===== src/rtl/ecrt_pkg.sv =====
// ----------------------------------------------------------------------------
// ecrt_pkg
// Types, constants and controller codes shared by the encoder rpm tracker.
// ----------------------------------------------------------------------------
`default_nettype none

package ecrt_pkg;

    localparam int NUM_MOTORS  = 4;
    localparam int COUNT_BITS  = 16;
    localparam int MOTOR_BITS  = 2;
    localparam int CPR_BITS    = 16;
    localparam int TPM_BITS    = 24;
    localparam int WORD_BITS   = 32;
    localparam int CFG_IDX_BITS = 1;
    localparam int CFG_DATA_BITS = 24;

    // rpm divide widths
    localparam int NUM_BITS    = WORD_BITS + TPM_BITS;
    localparam int DEN_BITS    = WORD_BITS + CPR_BITS;
    localparam int QUO_BITS    = 31;
    localparam int HI_BITS     = NUM_BITS - QUO_BITS;
    localparam int STEP_BITS   = $clog2(QUO_BITS);

    localparam logic [CPR_BITS-1:0] CPR_RESET = CPR_BITS'(1024);
    localparam logic [TPM_BITS-1:0] TPM_RESET = TPM_BITS'(60000);
    localparam logic [QUO_BITS-1:0] RPM_MAX   = {QUO_BITS{1'b1}};

    typedef enum logic [1:0] {
        CMD_TICK   = 2'd0,
        CMD_SAMPLE = 2'd1,
        CMD_RPM    = 2'd2,
        CMD_NONE   = 2'd3
    } cmd_t;

    typedef enum logic [CFG_IDX_BITS-1:0] {
        REG_COUNTS_PER_REV   = 1'b0,
        REG_TICKS_PER_MINUTE = 1'b1
    } cfg_reg_t;

    typedef enum logic [2:0] {
        ST_IDLE,
        ST_EXEC,
        ST_MUL,
        ST_PREP,
        ST_DIV,
        ST_OUT
    } state_t;

    typedef struct packed {
        logic [1:0]            cmd;
        logic [MOTOR_BITS-1:0] motor_id;
        logic [COUNT_BITS-1:0] raw_count;
        logic                  direction;
    } in_t;

    typedef struct packed {
        logic [MOTOR_BITS-1:0]      motor_out;
        logic [QUO_BITS-1:0]        rpm;
        logic signed [WORD_BITS-1:0] position;
        logic                       sample_skipped;
        logic                       no_elapsed_time;
    } out_t;

    typedef struct packed {
        logic load_item;
        logic exec;
        logic mul;
        logic prep;
        logic div_step;
        logic out_load;
    } ctrl_t;

    typedef struct packed {
        logic need_div;
        logic overflow;
        logic div_done;
        logic out_free;
    } status_t;

endpackage

`default_nettype wire


===== src/rtl/ecrt_ctrl.sv =====
// ----------------------------------------------------------------------------
// ecrt_ctrl
// Sequencer for the tracker: takes one item, runs the update and, when needed,
// the rpm divide, then hands the result to the output register.
// ----------------------------------------------------------------------------
`default_nettype none

module ecrt_ctrl (
    input  wire logic              aclk,
    input  wire logic              aresetn,
    input  wire logic              s_valid,
    output logic                   s_ready,
    input  wire ecrt_pkg::status_t status,
    output ecrt_pkg::ctrl_t        ctrl
);
    import ecrt_pkg::*;

    state_t state_reg;
    state_t state_next;

    always_ff @(posedge aclk) begin
        if (!aresetn) begin
            state_reg <= ST_IDLE;
        end else begin
            state_reg <= state_next;
        end
    end

    always_comb begin
        state_next = state_reg;
        case (state_reg)
            ST_IDLE: begin
                if (s_valid) begin
                    state_next = ST_EXEC;
                end
            end
            ST_EXEC: begin
                state_next = status.need_div ? ST_MUL : ST_OUT;
            end
            ST_MUL: begin
                state_next = ST_PREP;
            end
            ST_PREP: begin
                state_next = status.overflow ? ST_OUT : ST_DIV;
            end
            ST_DIV: begin
                if (status.div_done) begin
                    state_next = ST_OUT;
                end
            end
            ST_OUT: begin
                if (status.out_free) begin
                    state_next = ST_IDLE;
                end
            end
            default: begin
                state_next = ST_IDLE;
            end
        endcase
    end

    always_comb begin
        ctrl    = '0;
        s_ready = 1'b0;
        case (state_reg)
            ST_IDLE: begin
                s_ready        = 1'b1;
                ctrl.load_item = s_valid;
            end
            ST_EXEC:  ctrl.exec     = 1'b1;
            ST_MUL:   ctrl.mul      = 1'b1;
            ST_PREP:  ctrl.prep     = 1'b1;
            ST_DIV:   ctrl.div_step = 1'b1;
            ST_OUT:   ctrl.out_load = status.out_free;
            default: begin
                ctrl = '0;
            end
        endcase
    end

endmodule

`default_nettype wire


===== src/rtl/ecrt_dp.sv =====
// ----------------------------------------------------------------------------
// ecrt_dp
// Datapath: per-motor counters, configuration registers, the two rpm
// products, a radix-2 restoring divider and the output register.
// ----------------------------------------------------------------------------
`default_nettype none

module ecrt_dp (
    input  wire logic                                aclk,
    input  wire logic                                aresetn,
    input  wire ecrt_pkg::in_t                       s_data,
    output ecrt_pkg::out_t                           m_data,
    output logic                                     m_valid,
    input  wire logic                                m_ready,
    input  wire logic                                cfg_we,
    input  wire logic [ecrt_pkg::CFG_IDX_BITS-1:0]   cfg_index,
    input  wire logic [ecrt_pkg::CFG_DATA_BITS-1:0]  cfg_data,
    input  wire ecrt_pkg::ctrl_t                     ctrl,
    output ecrt_pkg::status_t                        status
);
    import ecrt_pkg::*;

    logic [CPR_BITS-1:0]   cpr_reg;
    logic [TPM_BITS-1:0]   tpm_reg;
    in_t                   item_reg;

    logic [WORD_BITS-1:0]  tick_reg;
    logic [COUNT_BITS-1:0] last_raw_reg  [NUM_MOTORS];
    logic [WORD_BITS-1:0]  moved_tot_reg [NUM_MOTORS];
    logic [WORD_BITS-1:0]  moved_q_reg   [NUM_MOTORS];
    logic [WORD_BITS-1:0]  tick_q_reg    [NUM_MOTORS];
    logic [WORD_BITS-1:0]  pos_reg       [NUM_MOTORS];

    logic [WORD_BITS-1:0]  moved_reg;
    logic [WORD_BITS-1:0]  elapsed_reg;
    logic [NUM_BITS-1:0]   num_reg;
    logic [DEN_BITS-1:0]   den_reg;
    logic [DEN_BITS-1:0]   rem_reg;
    logic [QUO_BITS-1:0]   num_lo_reg;
    logic [QUO_BITS-1:0]   quo_reg;
    logic [STEP_BITS-1:0]  step_reg;
    logic [QUO_BITS-1:0]   rpm_reg;
    logic                  skipped_reg;
    logic                  no_time_reg;
    logic                  overflow_reg;

    out_t                  out_reg;
    logic                  out_valid_reg;

    logic [MOTOR_BITS-1:0] m;
    logic                  motor_ok;
    logic                  is_rpm;
    logic [WORD_BITS-1:0]  elapsed;
    logic [WORD_BITS-1:0]  moved;
    logic [COUNT_BITS-1:0] prev_raw;
    logic                  implausible;
    logic [COUNT_BITS:0]   diff;
    logic [COUNT_BITS:0]   delta_w;
    logic [WORD_BITS-1:0]  delta;
    logic [CPR_BITS-1:0]   cpr_eff;
    logic [HI_BITS-1:0]    num_hi;
    logic [DEN_BITS:0]     trial;
    logic [DEN_BITS:0]     trial_diff;
    logic                  trial_ge;

    assign m        = item_reg.motor_id;
    assign motor_ok = (WORD_BITS'(m) < WORD_BITS'(NUM_MOTORS));
    assign is_rpm   = (item_reg.cmd == CMD_RPM) && motor_ok;
    assign elapsed  = tick_reg - tick_q_reg[m];
    assign moved    = moved_tot_reg[m] - moved_q_reg[m];

    // wrap-corrected step magnitude
    assign prev_raw    = last_raw_reg[m];
    assign implausible = (item_reg.raw_count == {COUNT_BITS{1'b1}}) && (prev_raw == '0);
    assign diff        = (item_reg.raw_count > prev_raw)
                       ? {1'b0, item_reg.raw_count - prev_raw}
                       : {1'b0, prev_raw - item_reg.raw_count};
    assign delta_w     = (diff > (COUNT_BITS+1)'({COUNT_BITS-1{1'b1}}))
                       ? ((COUNT_BITS+1)'(1) << COUNT_BITS) - diff
                       : diff;
    assign delta       = WORD_BITS'(delta_w);

    assign cpr_eff    = (cpr_reg == '0) ? CPR_BITS'(1) : cpr_reg;
    assign num_hi     = num_reg[NUM_BITS-1:QUO_BITS];
    assign trial      = {rem_reg, num_lo_reg[QUO_BITS-1]};
    assign trial_diff = trial - {1'b0, den_reg};
    assign trial_ge   = (trial >= {1'b0, den_reg});

    assign status.need_div = is_rpm && (elapsed != '0);
    assign status.overflow = (DEN_BITS'(num_hi) >= den_reg);
    assign status.div_done = (step_reg == STEP_BITS'(QUO_BITS - 1));
    assign status.out_free = !out_valid_reg || m_ready;

    assign m_data  = out_reg;
    assign m_valid = out_valid_reg;

    // configuration and item capture
    always_ff @(posedge aclk) begin
        if (!aresetn) begin
            cpr_reg <= CPR_RESET;
            tpm_reg <= TPM_RESET;
        end else if (cfg_we) begin
            case (cfg_index)
                REG_COUNTS_PER_REV:   cpr_reg <= cfg_data[CPR_BITS-1:0];
                REG_TICKS_PER_MINUTE: tpm_reg <= cfg_data[TPM_BITS-1:0];
                default: begin
                    cpr_reg <= cpr_reg;
                end
            endcase
        end
    end

    always_ff @(posedge aclk) begin
        if (ctrl.load_item) begin
            item_reg <= s_data;
        end
    end

    // motor state
    always_ff @(posedge aclk) begin
        if (!aresetn) begin
            tick_reg <= '0;
            for (int i = 0; i < NUM_MOTORS; i++) begin
                last_raw_reg[i]  <= '0;
                moved_tot_reg[i] <= '0;
                moved_q_reg[i]   <= '0;
                tick_q_reg[i]    <= '0;
                pos_reg[i]       <= '0;
            end
        end else if (ctrl.exec) begin
            case (item_reg.cmd)
                CMD_TICK: begin
                    tick_reg <= tick_reg + WORD_BITS'(1);
                end
                CMD_SAMPLE: begin
                    if (motor_ok && !implausible) begin
                        last_raw_reg[m]  <= item_reg.raw_count;
                        moved_tot_reg[m] <= moved_tot_reg[m] + delta;
                        pos_reg[m]       <= item_reg.direction ? pos_reg[m] - delta
                                                               : pos_reg[m] + delta;
                    end
                end
                CMD_RPM: begin
                    if (motor_ok) begin
                        tick_q_reg[m]  <= tick_reg;
                        moved_q_reg[m] <= moved_tot_reg[m];
                    end
                end
                default: begin
                    tick_reg <= tick_reg;
                end
            endcase
        end
    end

    // rpm products and divider
    always_ff @(posedge aclk) begin
        if (ctrl.exec) begin
            moved_reg   <= moved;
            elapsed_reg <= elapsed;
            rpm_reg     <= '0;
            skipped_reg <= (item_reg.cmd == CMD_SAMPLE) && motor_ok && implausible;
            no_time_reg <= is_rpm && (elapsed == '0);
        end
        if (ctrl.mul) begin
            num_reg <= moved_reg * tpm_reg;
            den_reg <= cpr_eff * elapsed_reg;
        end
        if (ctrl.prep) begin
            rem_reg      <= DEN_BITS'(num_hi);
            num_lo_reg   <= num_reg[QUO_BITS-1:0];
            quo_reg      <= '0;
            step_reg     <= '0;
            overflow_reg <= status.overflow;
            if (status.overflow) begin
                rpm_reg <= RPM_MAX;
            end
        end
        if (ctrl.div_step) begin
            rem_reg    <= trial_ge ? trial_diff[DEN_BITS-1:0] : trial[DEN_BITS-1:0];
            num_lo_reg <= {num_lo_reg[QUO_BITS-2:0], 1'b0};
            quo_reg    <= {quo_reg[QUO_BITS-2:0], trial_ge};
            step_reg   <= step_reg + STEP_BITS'(1);
            if (status.div_done && !overflow_reg) begin
                rpm_reg <= {quo_reg[QUO_BITS-2:0], trial_ge};
            end
        end
    end

    // output register
    always_ff @(posedge aclk) begin
        if (!aresetn) begin
            out_valid_reg <= 1'b0;
        end else if (ctrl.out_load) begin
            out_valid_reg <= 1'b1;
        end else if (m_ready) begin
            out_valid_reg <= 1'b0;
        end
    end

    always_ff @(posedge aclk) begin
        if (ctrl.out_load) begin
            out_reg.motor_out       <= m;
            out_reg.rpm             <= rpm_reg;
            out_reg.position        <= motor_ok ? pos_reg[m] : '0;
            out_reg.sample_skipped  <= skipped_reg;
            out_reg.no_elapsed_time <= no_time_reg;
        end
    end

endmodule

`default_nettype wire


===== src/rtl/encoder_count_rpm_tracker.sv =====
// ----------------------------------------------------------------------------
// encoder_count_rpm_tracker
// Tracks encoder counts, positions and rpm of several motors.
// ----------------------------------------------------------------------------
// Input channel s_valid/s_ready/s_data carries one item: a tick, an encoder
// sample or an rpm request for one motor. Every item gives exactly one result
// on m_valid/m_ready/m_data with the motor, rpm, position and two flags.
// Configuration is written through cfg_we/cfg_index/cfg_data: index 0 counts
// per revolution, index 1 ticks per minute. The user must write it only while
// no item is in flight; the block itself does not enforce this. Ticks,
// samples and rpm requests with zero elapsed time go from the update straight
// to the output load; a saturated rpm passes a product and a setup state, and
// an rpm request that divides passes those and the 31-step bit-serial divider.
// One item is worked on at a time; s_ready returns the cycle after the
// result enters the output register, so a new item is taken while the
// previous result waits.
// When the receiver stalls, the finished result is held in the output
// register and the next item stops before its result until m_ready frees it.
// Reset clears the tick counter, all per-motor counts and the output valid,
// and restores the default configuration.
// ----------------------------------------------------------------------------
`default_nettype none

module encoder_count_rpm_tracker (
    input  wire logic                                aclk,
    input  wire logic                                aresetn,
    input  wire logic                                s_valid,
    output logic                                     s_ready,
    input  wire ecrt_pkg::in_t                       s_data,
    output logic                                     m_valid,
    input  wire logic                                m_ready,
    output ecrt_pkg::out_t                           m_data,
    input  wire logic                                cfg_we,
    input  wire logic [ecrt_pkg::CFG_IDX_BITS-1:0]   cfg_index,
    input  wire logic [ecrt_pkg::CFG_DATA_BITS-1:0]  cfg_data
);
    import ecrt_pkg::*;

    ctrl_t   ctrl;
    status_t status;

    ecrt_ctrl u_ctrl (
        .aclk    (aclk),
        .aresetn (aresetn),
        .s_valid (s_valid),
        .s_ready (s_ready),
        .status  (status),
        .ctrl    (ctrl)
    );

    ecrt_dp u_dp (
        .aclk      (aclk),
        .aresetn   (aresetn),
        .s_data    (s_data),
        .m_data    (m_data),
        .m_valid   (m_valid),
        .m_ready   (m_ready),
        .cfg_we    (cfg_we),
        .cfg_index (cfg_index),
        .cfg_data  (cfg_data),
        .ctrl      (ctrl),
        .status    (status)
    );

endmodule

`default_nettype wire

===== config.mk =====
export PLATFORM = sky130hd
export DESIGN_NAME = encoder_count_rpm_tracker
export DESIGN_NICKNAME = d
export VERILOG_FILES = /design/src/rtl/ecrt_pkg.sv /design/src/rtl/ecrt_ctrl.sv /design/src/rtl/ecrt_dp.sv /design/src/rtl/encoder_count_rpm_tracker.sv
export SDC_FILE = /design/constraint.sdc
export NUM_CORES = 2
export LEC_CHECK = 0
export ABC_AREA = 1
export BUFFER_PORTS_ARGS = -buffer_cell sky130_fd_sc_hd__buf_2
export CAP_MARGIN = 10
export CORE_ASPECT_RATIO = 1.5
export CORE_MARGIN = 2
export CORE_UTILIZATION = 59
export CTS_BUF_LIST = sky130_fd_sc_hd__clkbuf_8 sky130_fd_sc_hd__clkbuf_16
export CTS_CLUSTER_DIAMETER = 200
export DETAILED_ROUTE_END_ITERATION = 7
export GPL_TIMING_DRIVEN = 0
export MAX_ROUTING_LAYER = met4
export PLACE_DENSITY = 0.78
export SYNTH_ARGS = -nofsm -noshare
export SYNTH_HDL_FRONTEND = slang
export SYNTH_SLANG_ARGS = --single-unit

===== constraint.sdc =====
create_clock -name aclk -period 7.7 [get_ports aclk]
set_clock_uncertainty 0.05 [all_clocks]
set_input_delay 1.54 -clock aclk [delete_from_list [all_inputs] [get_ports aclk]]
set_output_delay 1.54 -clock aclk [all_outputs]
set_load 0.01 [all_outputs]

Yosys cells after proc, flatten, opt, wreduce, memory -nomap -nowiden. Memory sizes are Yosys's and may differ from the RTL's. A register that Yosys moved wholly into a read port is not among the register bits. Index checks and enable logic that the tools add are counted. W data, S select, Z words.

Reduce and logical (&&, ||, !) cells: 25. Multipliers: 2. Bitwise operators: 1. Equality and inequality tests: 12. $lt $le $gt $ge: 4. Muxes and demuxes: 63. Add/subtract/negate cells: 11.

Operators by type and width (count): $mux W31 (7); $mux W32 (5); $mux W48 (3); $reduce_or A32 Y1 (4); $add A32 B17 Y32 (2); $sub A32 B32 Y32 (2); $mux W30 (2); $mul A32 B24 Y56 (1); $ge A49 B48 Y1 (1); $ge A25 B48 Y1 (1); $mul A16 B32 Y48 (1); $mux W16 (3); $sub A48 B48 Y48 (1); $add A32 B1 Y32 const B (1); $logic_not A16 Y1 (2); $logic_not A32 Y1 (1); $reduce_bool A32 Y1 (1); $sub A16 B16 Y16 (2); $sub A32 B17 Y32 (1); $mux W1 (25); $mux W2 (10); $pmux W3 S6 (1); $gt A17 B15 Y1 const B (1); $mux W17 (1); other kinds (24) (39).

Bits in registers: 480. Output and inout port bits: 69. Word-level logic and storage cells: 150. Memories kept: 5. Input bits: 51. Memory bits (writable): 576.

Memory list: u_dp.moved_q_reg (words 4, width 32, read ports 1, clocked after memory_dff 1, wr ports 4, RTL line ecrt_dp.sv:30) `logic [WORD_BITS-1:0] moved_q_reg [NUM_MOTORS];`; u_dp.moved_tot_reg (words 4, width 32, read ports 1, clocked after memory_dff 1, wr ports 4, RTL line ecrt_dp.sv:29) `logic [WORD_BITS-1:0] moved_tot_reg [NUM_MOTORS];`; u_dp.pos_reg (words 4, width 32, read ports 1, clocked after memory_dff 1, wr ports 4, RTL line ecrt_dp.sv:32) `logic [WORD_BITS-1:0] pos_reg [NUM_MOTORS];`; u_dp.tick_q_reg (words 4, width 32, read ports 1, clocked after memory_dff 1, wr ports 4, RTL line ecrt_dp.sv:31) `logic [WORD_BITS-1:0] tick_q_reg [NUM_MOTORS];`; u_dp.last_raw_reg (words 4, width 16, read ports 1, clocked after memory_dff 1, wr ports 4, RTL line ecrt_dp.sv:28) `logic [COUNT_BITS-1:0] last_raw_reg [NUM_MOTORS];`.

Longest topological paths before layout.
Word-level depth: 9. Mapped depth: 53. Depth with buffers taken out: 48.

By module. From an unflattened synthesis, not the netlist that was laid out.

Cells, all modules: 10958. Area, all modules: 95017.4 um^2.

Modules (own cells, without submodules): ecrt_dp (cells an instance 10914, area an instance 94769.6 um^2, sequential area each 30609.4 um^2, times used 1); ecrt_ctrl (cells an instance 44, area an instance 247.7 um^2, sequential area each 60.1 um^2, times used 1).

Worst setup path after synthesis. OpenSTA, ideal clock, no wires.

Kind: reg2reg. Start point: reg u_ctrl.state_reg[2]. End point: reg u_dp.den_reg[0] (enable). Library setup time: 697 ps. Data arrival time: 7580 ps. Required time: 6953 ps. Slack: -627 ps. Clock period less this slack: 8327 ps. Buffers on the path: 1. Stages on the path, launching flop included: 3. Cell sequence: dfxtp_1 > buf_2 > nor3_1.

Longest elaborated chain between the ends: 2.

Ends and longest elaborated chain: from (decl) (RTL line ecrt_ctrl.sv:18) `state_t state_reg;`; from (signal assigned) (RTL line ecrt_ctrl.sv:25) `state_reg <= state_next;`; $eq A3 B2 Y1 (RTL line ecrt_ctrl.sv:65) `case (state_reg)`; $mux W1 (RTL line ecrt_ctrl.sv:65); to (signal assigned) (RTL line ecrt_dp.sv:167) `den_reg <= cpr_eff * elapsed_reg;`; to (decl) (RTL line ecrt_dp.sv:37) `logic [DEN_BITS-1:0] den_reg;`.

No other way between the ends. A chain may end at the register's enable or synchronous reset.

Final worst setup path.
Start point: reg u_dp.tpm_reg[22]. End point: reg u_dp.num_reg[48], data pin.

Longest elaborated chain between the ends: 1.

Ends and longest elaborated chain: from (decl) (RTL line ecrt_dp.sv:24) `logic [TPM_BITS-1:0] tpm_reg;`; from (signal assigned) (RTL line ecrt_dp.sv:105) `REG_TICKS_PER_MINUTE: tpm_reg <= cfg_data[TPM_BITS-1:0];`; $mul A32 B24 Y56 (RTL line ecrt_dp.sv:166) `num_reg <= moved_reg * tpm_reg;`; to (signal assigned) (RTL line ecrt_dp.sv:166); to (decl) (RTL line ecrt_dp.sv:36) `logic [NUM_BITS-1:0] num_reg;`.

No other way between the ends.

==> results_dict.tcl <==
set metrics [dict create \
    status "finished, final reports clean" \
    die_w_um 329.7 \
    crit_path_start_kind "flip-flop" \
    postSynthCellCount 10660 \
    nets 12590 \
    synth-seq-cells 1058 \
    viasPerCell 5.976 \
    synth_nets 12310 \
    grt_antenna_before_repair 12 \
    regArea_sq_um 30710 \
    hpwl_mm 273.2 \
    max_freq_mhz 131.6 \
    grtUsageMet1_pct 42.21 \
    max_slew_margin_pct 5.608 \
    hold_violations 0 \
    ctsHtreeMaxLevel 3 \
    grt_start_max_net_pins 61 \
    synth-edff-count 948 \
    fin_crit_ns 7.600 \
    clk_latency_ns 0.84 \
    wirelength_mm 346.0 \
    hold_class "flip-flop to flip-flop" \
    cp.required_ns 8.23 \
    cts.sinks 1058 \
    wire_per_inst_um 26.39 \
    clockRootBuffer "clkbuf_16" \
    synthArstFlopShare_pct 0 \
    cts.clk_slew.worst_paths_ns 0.07 \
    grt_busiest_layer "met2" \
    drive_gt1_share_pct 7.033 \
    rows 179 \
    netlist-cell-type-count 67 \
    yosysTopAreaCellShare_pct 30.32 \
    path_max_fanout 10 \
    synth.area.mux_share_pct 0 \
    pre_cts_slack_ns -1.863 \
    ios 120 \
    use_met2_pct 71.99 \
    port-buffer-count 119 \
    drc 0 \
    tightestPinTransition_ns 1.416 \
    antenna_left 0 \
    hold_buffers 0 \
    die_area_sq_um 162400 \
    period_share_pct 98.70 \
    drt_iter0_drc 7553 \
    fin_ws_ns 0.1003 \
    end_kind "flip-flop" \
    rsz0062_at_grt "true" \
    via_count 78350 \
    tritoncts "yes" \
    synth_top_family_by_area "adder cells" \
    maxCapViolations 0 \
    synth-xor-area-share_pct 2.682 \
    grt_pass1_vias 81160 \
    synth_area_per_cell_sq_um 8.809 \
    gr-total-overflow 0 \
    grt_pass1_wl_mm 506.7 \
    chipHeight_um 492.6 \
    yosys.area_share.simple_pct 16.37 \
    syn_to_final_growth_pct 9.378 \
    fillers 13170 \
    synthTopCellsByArea "edfxtp_1, fa_1, nand2_1" \
    synth_top_area_cell "edfxtp_1" \
    gp_congestion 1.125 \
    timing.final.max_slew_violations 0 \
    synth_flop_cell "edfxtp_1" \
    track_usage_pct 44.55 \
    clk_path_buf_depth 3 \
    fin_util_pct 64.86 \
    ys_warn_count 0 \
    cp.arrival_ns 8.13 \
    crit_type "flip-flop to flip-flop" \
    multiInputGateArea_sq_um 54020 \
    finalSetupViolCount 0 \
    initial_core_util_pct 59.30 \
    drtPass1Iterations 6 \
    cts-buffers-inserted 102 \
    gr-usage-met3_pct 8.989 \
    coreArea_sq_um 158300 \
    ys_seq_area_share_pct 32.66 \
    syn_area_sq_um 93890 \
    synthAdderAreaFrac_pct 30.03 \
    synth_compound_area_share_pct 7.824 \
]
[final cells by class]
cell class	instances	area share [%]
diodes	10	0.02437
plain buffers	448	2.039
clock buffers	109	2.634
clock inverters	84	0.6920
inverters	2090	7.650
multi-input cells	7002	52.60
flip-flops and latches	1058	29.91
well taps	2081	2.535
repair buffers	229	1.921
[stage by stage]
stage / hold slack [ns] / std cells / setup TNS (ns) / cell area (sq um)
6_report: 0.3177 / 13110 / 0 / 102700
3_3_place_gp: 0.3568 / 12860 / -965.93 / 97100
5_1_grt: 0.3346 / 13110 / -0.7188 / 102700
4_1_cts: 0.3235 / 13070 / 0 / 101900
2_1_floorplan: 0.3503 / 10660 / 0 / 93900
3_5_place_dp: 0.3654 / 12880 / -166.48 / 97760
[final timing paths]
kind                                      start                          to  slack (ns)  cells past startpoint
setup / recovery  u_dp.tpm_reg[22]$_SDFFE_PN0P_  u_dp.num_reg[48]$_DFFE_PP_        0.10                     26
hold / removal         u_dp.rpm_reg[20]$_DFF_P_   u_dp.m_data[54]$_DFFE_PP_        0.32                      0
setup reg to reg  u_dp.tpm_reg[22]$_SDFFE_PN0P_  u_dp.num_reg[48]$_DFFE_PP_        0.10                     26
hold reg to reg        u_dp.rpm_reg[20]$_DFF_P_   u_dp.m_data[54]$_DFFE_PP_        0.32                      0
[cells by family after synthesis]
| logic type | after synthesis |
|---|---|
| buffers and inverters | 2599 |
| AO/OA/AOI/OAI | 1246 |
| flip-flops | 1058 |
| XOR/XNOR | 282 |
| adder cells (fa/ha/maj) | 1604 |
| other | 1 |
| AND/OR/NAND/NOR | 3869 |
[Yosys cell counts (17+ instances only)]
library cell	n
fa_1	1083
dfxtp_1	110
buf_1	24
nor4_1	26
nand4_1	52
nand3_1	159
nor2_1	1049
clkbuf_1	477
a21oi_1	537
o22ai_1	45
edfxtp_1	948
a22o_1	29
o21a_1	30
inv_1	2072
o21ai_0	329
xnor2_1	105
ha_1	521
a32o_1	60
nand2_1	2424
a22oi_1	29
nand2_2	17
nor3_1	86
a32oi_1	40
a31oi_1	44
xor2_1	172
[worst max-delay path: stages (launching register included)]
cell      delay [ns]
dfxtp_1         0.72
clkbuf_1        0.46
nand2_1         0.14
fa_1            0.51
fa_1            0.50
inv_1           0.06
fa_1            0.48
inv_1           0.05
fa_1            0.52
fa_1            0.46
fa_1            0.53
inv_1           0.06
fa_1            0.44
ha_1            0.50
nand2_1         0.25
nor2_1          0.14
nand2_1         0.06
nand2_1         0.19
nand2_1         0.09
nand2_1         0.13
nand2_1         0.09
nand2_1         0.16
nand2_1         0.07
nand2_1         0.30
a21o_1          0.21
a31oi_1         0.10
xnor2_1         0.14
[per-layer routing]
layer	vias up	routed length (um)
met4	0	49100
met3	1995	27590
met5	-	0
li1	33830	-
met1	37920	102400
met2	4603	166900
[what timing repair did]
action / CTS / global route
resized for setup: 233 / 238
setup buffers: 43 / 44
pin swaps: 6 / 19
setup endpoints to repair: 270 / 120
[cells in the final DEF, fill, tap and decap left out, types with 13 or more instances in the layout]
cell | synthesis | routed
a21o_1 | 15 | 15
xor2_1 | 172 | 167
nor4_1 | 26 | 26
o21ai_0 | 329 | 312
a21oi_1 | 537 | 528
a31oi_1 | 44 | 44
ha_1 | 521 | 508
buf_4 | 1 | 81
a211oi_1 | 13 | 13
a22oi_1 | 29 | 29
nand2_2 | 17 | 26
clkbuf_1 | 477 | 246
xnor2_1 | 105 | 104
a22o_1 | 29 | 29
clkinv_2 | 0 | 23
o21a_1 | 30 | 30
clkbuf_16 | 0 | 107
clkbuf_4 | 0 | 31
o22ai_1 | 45 | 44
a32oi_1 | 40 | 29
nand2_4 | 4 | 14
nand4_1 | 52 | 52
nor2_1 | 1049 | 1045
o21ai_1 | 2 | 13
buf_1 | 24 | 17
buf_12 | 1 | 15
nand2_1 | 2424 | 2405
clkbuf_2 | 0 | 124
dfxtp_2 | 0 | 22
buf_2 | 5 | 131
buf_16 | 0 | 18
fa_1 | 1083 | 1081
dfxtp_1 | 110 | 84
inv_1 | 2072 | 2081
nand3_1 | 159 | 155
a32o_1 | 60 | 60
clkinv_1 | 8 | 24
nor3_1 | 86 | 82
edfxtp_1 | 948 | 948
Power is not shown: default switching activity piles up to over one toggle a cycle in this logic, so the estimate is an artifact.
